**src/design/pbp_pkg.sv**
```systemverilog
// ============================================================================
// pbp_pkg
// Shared types, widths and saturation helpers for the product bounds
// propagator.
// ============================================================================
package pbp_pkg;

    // value width of every bound
    localparam int VW      = 32;
    // divider latency: operand stage, one stage per quotient bit, fix-up stage
    localparam int DIV_LAT = VW + 2;

    localparam logic signed [VW-1:0] V_MAX = {1'b0, {(VW-1){1'b1}}};
    localparam logic signed [VW-1:0] V_MIN = {1'b1, {(VW-1){1'b0}}};

    typedef struct packed {
        logic signed [VW-1:0] x_low_in;
        logic signed [VW-1:0] x_high_in;
        logic signed [VW-1:0] y_low_in;
        logic signed [VW-1:0] y_high_in;
        logic signed [VW-1:0] z_low_in;
        logic signed [VW-1:0] z_high_in;
    } t_in_item;

    typedef struct packed {
        logic signed [VW-1:0] z_low_out;
        logic signed [VW-1:0] z_high_out;
        logic signed [VW-1:0] x_low_out;
        logic signed [VW-1:0] x_high_out;
        logic                 x_bounds_apply;
        logic signed [VW-1:0] y_low_out;
        logic signed [VW-1:0] y_high_out;
        logic                 y_bounds_apply;
    } t_out_item;

    // floor and ceiling quotient from one divider
    typedef struct packed {
        logic signed [VW-1:0] q_floor;
        logic signed [VW-1:0] q_ceil;
    } t_quot;

    // clamp a full product to the value range
    function automatic logic signed [VW-1:0] sat_prod(input logic signed [2*VW-1:0] v);
        logic signed [2*VW-1:0] hi;
        logic signed [2*VW-1:0] lo;
        hi = (2*VW)'(V_MAX);
        lo = (2*VW)'(V_MIN);
        if (v > hi) begin
            return V_MAX;
        end else if (v < lo) begin
            return V_MIN;
        end
        return v[VW-1:0];
    endfunction

    // clamp a one-bit-wider quotient to the value range
    function automatic logic signed [VW-1:0] sat_quot(input logic signed [VW:0] v);
        logic signed [VW:0] hi;
        logic signed [VW:0] lo;
        hi = (VW+1)'(V_MAX);
        lo = (VW+1)'(V_MIN);
        if (v > hi) begin
            return V_MAX;
        end else if (v < lo) begin
            return V_MIN;
        end
        return v[VW-1:0];
    endfunction

    function automatic logic signed [VW-1:0] min4(input logic signed [VW-1:0] a,
                                                   input logic signed [VW-1:0] b,
                                                   input logic signed [VW-1:0] c,
                                                   input logic signed [VW-1:0] d);
        logic signed [VW-1:0] m0;
        logic signed [VW-1:0] m1;
        m0 = (b < a) ? b : a;
        m1 = (d < c) ? d : c;
        return (m1 < m0) ? m1 : m0;
    endfunction

    function automatic logic signed [VW-1:0] max4(input logic signed [VW-1:0] a,
                                                   input logic signed [VW-1:0] b,
                                                   input logic signed [VW-1:0] c,
                                                   input logic signed [VW-1:0] d);
        logic signed [VW-1:0] m0;
        logic signed [VW-1:0] m1;
        m0 = (b > a) ? b : a;
        m1 = (d > c) ? d : c;
        return (m1 > m0) ? m1 : m0;
    endfunction

endpackage

```
**src/design/pbp_mul.sv**
```systemverilog
// ============================================================================
// pbp_mul
// Two-stage signed multiplier: full product, then saturation to value width.
// ============================================================================
module pbp_mul (
    input  logic                           i_clk,
    input  logic signed [pbp_pkg::VW-1:0]  i_a,
    input  logic signed [pbp_pkg::VW-1:0]  i_b,
    output logic signed [pbp_pkg::VW-1:0]  o_prod
);
    import pbp_pkg::*;

    logic signed [2*VW-1:0] r_prod;
    logic signed [VW-1:0]   r_sat;

    // multiply, then clamp
    always_ff @(posedge i_clk) begin
        r_prod <= i_a * i_b;
        r_sat  <= sat_prod(r_prod);
    end

    assign o_prod = r_sat;

endmodule

```
**config.mk**
```make
export PLATFORM = sky130hd
export DESIGN_NAME = pbp_mul
export DESIGN_NICKNAME = d
export VERILOG_FILES = /design/src/design/pbp_pkg.sv /design/src/design/pbp_mul.sv
export SDC_FILE = /design/constraint.sdc
export NUM_CORES = 2
export LEC_CHECK = 0
export ABC_AREA = 1
export BUFFER_PORTS_ARGS = -buffer_cell sky130_fd_sc_hd__buf_2
export CORE_UTILIZATION = 61
export CTS_CLUSTER_SIZE = 8
export DETAILED_ROUTE_END_ITERATION = 6
export PLACE_DENSITY = 0.77
export SYNTH_ARGS = -nofsm -noshare
export SYNTH_HDL_FRONTEND = slang
export SYNTH_SLANG_ARGS = --single-unit
export TNS_END_PERCENT = 20
```
**constraint.sdc**
```tcl
create_clock -name i_clk -period 7.4 [get_ports i_clk]
set_input_delay 1.11 -clock i_clk [delete_from_list [all_inputs] [get_ports i_clk]]
set_output_delay 1.11 -clock i_clk [all_outputs]
set_load 0.02 [all_outputs]
```
==> summary.txt <==
Finish
  – Final design utilization: 0.696
  – P&R area growth vs syn: 12.9%
  – Share of layout cells above drive strength 1: 0.125
  – Number of fill cells in the layout: 5,221
  – Nets: approximately 6,900

Setup path
  – Flop2flop setup slack: 5.30 ns
  – Critical path data arrival time: between 7 and 8 ns
  – Worst Setup End Kind: flip-flop
  – CP Launch Type: primary input
  – Crit Reg-Reg Startpoint: r_prod[36]$_DFF_P_
  – Crit path kind: primary input to flip-flop
  – CP Launch Point: i_b[2]
  – CP required: about 7.6 ns
  – Critical path peak fanout: 9

Floorplanning
  – Die Y: about 260 µm
  – DIE WIDTH: about 260 µm
  – Die area: approximately 69,000 µm²
  – FP Rows: between 90 and 100
  – Core Region: between 60,000 and 70,000 µm²
  – Total I/O pin count: 97
  – Initial Utilization: 0.616

STA
  – Slew margin rel.: 0.209
  – Final min period: ~7.3 ns
  – Skew final: 0.0103 ns
  – Worst-Margin Slew: around 1.2 ns
  – Fin. max-slew vios: 0
  – # setup viols final: 0
  – Max frequency: ~0.14 GHz
  – Hold Fails Final Rpt: 0
  – RSZ-0062 raised after global routing: true
  – Share of the clock period used by the worst path after layout: 0.988

Min path
  – Hold Crit Class: flip-flop to flip-flop
  – Hold Startpoint: r_prod[6]$_DFF_P_

Status
  – Status: finished, final reports clean

Synth
  – Net Count, Synth: between 6,000 and 7,000
  – Largest area contributor in the netlist: fa_1
  – Avg Inst Size Synth: roughly 8 µm²
  – Commonest cells in the netlist: 1,726 x inv_1, 1,537 x nand2_1, 1,082 x fa_1
  – Mapped Cells: around 5,300
  – Number of enable flip-flop cells after synthesis: 0
  – Post-synth ARST share: 0
  – Yosys top cell area share: 0.524
  – Primary flip-flop cell chosen by synthesis mapping: dfxtp_1
  – Synth top area cells: fa_1 52%, inv_1 16%, nand2_1 14%
  – Sequential-to-total area share from yosys stat: 0.0465
  – Most frequent cell after synthesis: inv_1
  – Yosys reg bits: between 90 and 100
  – Yosys cell types: 34
  – Synth warn: 0
  – Mapped cell area: about 41,000 µm²

Global routing
  – Global-route wire length before repair: 183,000 µm
  – Gr ovfl total: 0
  – Initial antenna violation count: 3
  – Number of global-route vias before repair: approximately 37,000
  – All-Layer GR Usage: 0.336
  – Largest net degree at the start of global routing: 33

Clock network
  – CTS root buffer: clkbuf_16
  – H-tree Lvls: 3
  – Insertion delay to the later sink of the worst-skew pair: 0.36 ns
  – Post-CTS Hold Buffers: 0
  – CTS Buffer Depth: 2
  – Clock sinks: 96
  – Num CTS Buffers: 9
  – Worst-path clk slew: about 0.07 ns
  – CTS tree: yes

Drt
  – Via count: approximately 33,000
  – Routed Antenna Nets: 0
  – Initial DRC count: around 2,500
  – Routed WL per cell: 16.7 µm
  – Avg Vias per Cell: 5.11
  – DRC viols: 0
  – TritonRoute pass-1 iters: 6
  – DRT Wirelength: roughly 110,000 µm

Placement
  – IO buf count: 96
  – RD Place Congestion: around 0.97
  – HPWL after DPL: about 97,000 µm

Flow run
  – Max Cap Viol: 0
[stage by stage]
stage | setup WS (ns) | hold WS, ns | cell area [µm²] | setup TNS [ns] | std cells
6_report | 0.0878 | 0.416 | 46700 | 0 | 6453
5_1_grt | -0.0752 | 0.434 | 46700 | -0.402 | 6453
4_1_cts | 0.0191 | 0.419 | 46100 | 0 | 6444
3_5_place_dp | -0.511 | 0.407 | 45800 | -12.89 | 6428
3_3_place_gp | -0.426 | 0.406 | 45800 | -8.47 | 6428
2_1_floorplan | -0.0623 | 0.396 | 41400 | -0.423 | 5255
[cell families (layout without fill, tap and decap cells)]
logic type      count (synthesis)  in the layout  share of synthesized area
fa+ha+maj                    1266           1266                      0.580
other cells                     0              1                          0
buf+inv                      1932           2256                      0.176
xor+xnor                       37             37                    0.00784
simple gates                 1832           1832                      0.178
compound gates                 92             92                     0.0121
flops                          96             96                     0.0465
[path summary, 6_finish.rpt]
kind                                      endpoint  cells past startpoint
worst min-delay path             o_prod[6]$_DFF_P_                      2
worst max register to register  o_prod[24]$_DFF_P_                      6
worst min register to register   o_prod[6]$_DFF_P_                      2
worst max-delay path            r_prod[50]$_DFF_P_                     23
[per-layer routing]
metal | share of wire | up-vias | global-route usage
met4 | 0.053 | 2 | 0.150
met5 | 0.00019 | - | 0
met1 | 0.37 | 16387 | 0.407
met3 | 0.062 | 353 | 0.0428
li1 | - | 14970 | -
met2 | 0.51 | 1267 | 0.600
[registers in the layout (all words and copies together) (netlist names)]
name / flops
r_prod: 64
o_prod: 32
[layout make-up]
cell class	instances	area [µm²]	area share
diodes	1	2.50	0.0000536
clock buffers	10	239	0.00512
clock inverters	5	41.3	0.000885
inverters	1733	6510	0.140
multi-input cells	3227	32700	0.700
flip-flops and latches	96	1920	0.0412
well taps	873	1090	0.0234
repair buffers	507	4190	0.0897
repair inverters	1	7.51	0.000161
[placed cells by master (no fill, tap or decap), drive strengths merged, types with 6 or more instances in the layout]
| cell type | n |
|---|---|
| buf | 490 |
| nor3 | 12 |
| nor4 | 9 |
| dfxtp | 96 |
| a21oi | 56 |
| o21ai | 22 |
| nand4 | 26 |
| ha | 184 |
| nand2 | 1553 |
| inv | 1734 |
| clkbuf | 27 |
| nand3 | 77 |
| xnor2 | 6 |
| fa | 1082 |
| o21bai | 10 |
| nor2 | 143 |
| xor2 | 31 |
| or2 | 7 |
[repair_timing]
item,in CTS,in global routing
setup buffers,0,8
pin swaps,0,18
setup endpoints to repair,15,43
cloned,1,0
gates resized for setup,7,141
[worst max-delay path: stages]
cell	delay [ns]
buf_4	0.19
nand2_1	0.11
inv_1	0.12
fa_1	0.47
fa_2	0.58
fa_2	0.54
fa_2	0.66
buf_4	0.23
fa_1	0.47
fa_1	0.58
fa_1	0.44
fa_1	0.47
ha_2	0.41
nand2_1	0.08
inv_2	0.07
buf_4	0.11
nand2_1	0.11
nor2_4	0.16
nand2_1	0.11
nor3b_2	0.16
nand2_1	0.11
nand4_1	0.10
nand2_1	0.11
Power is left out: the tool's default activity adds up to more than one toggle a clock period on the data nets, which glitch-free logic cannot reach.
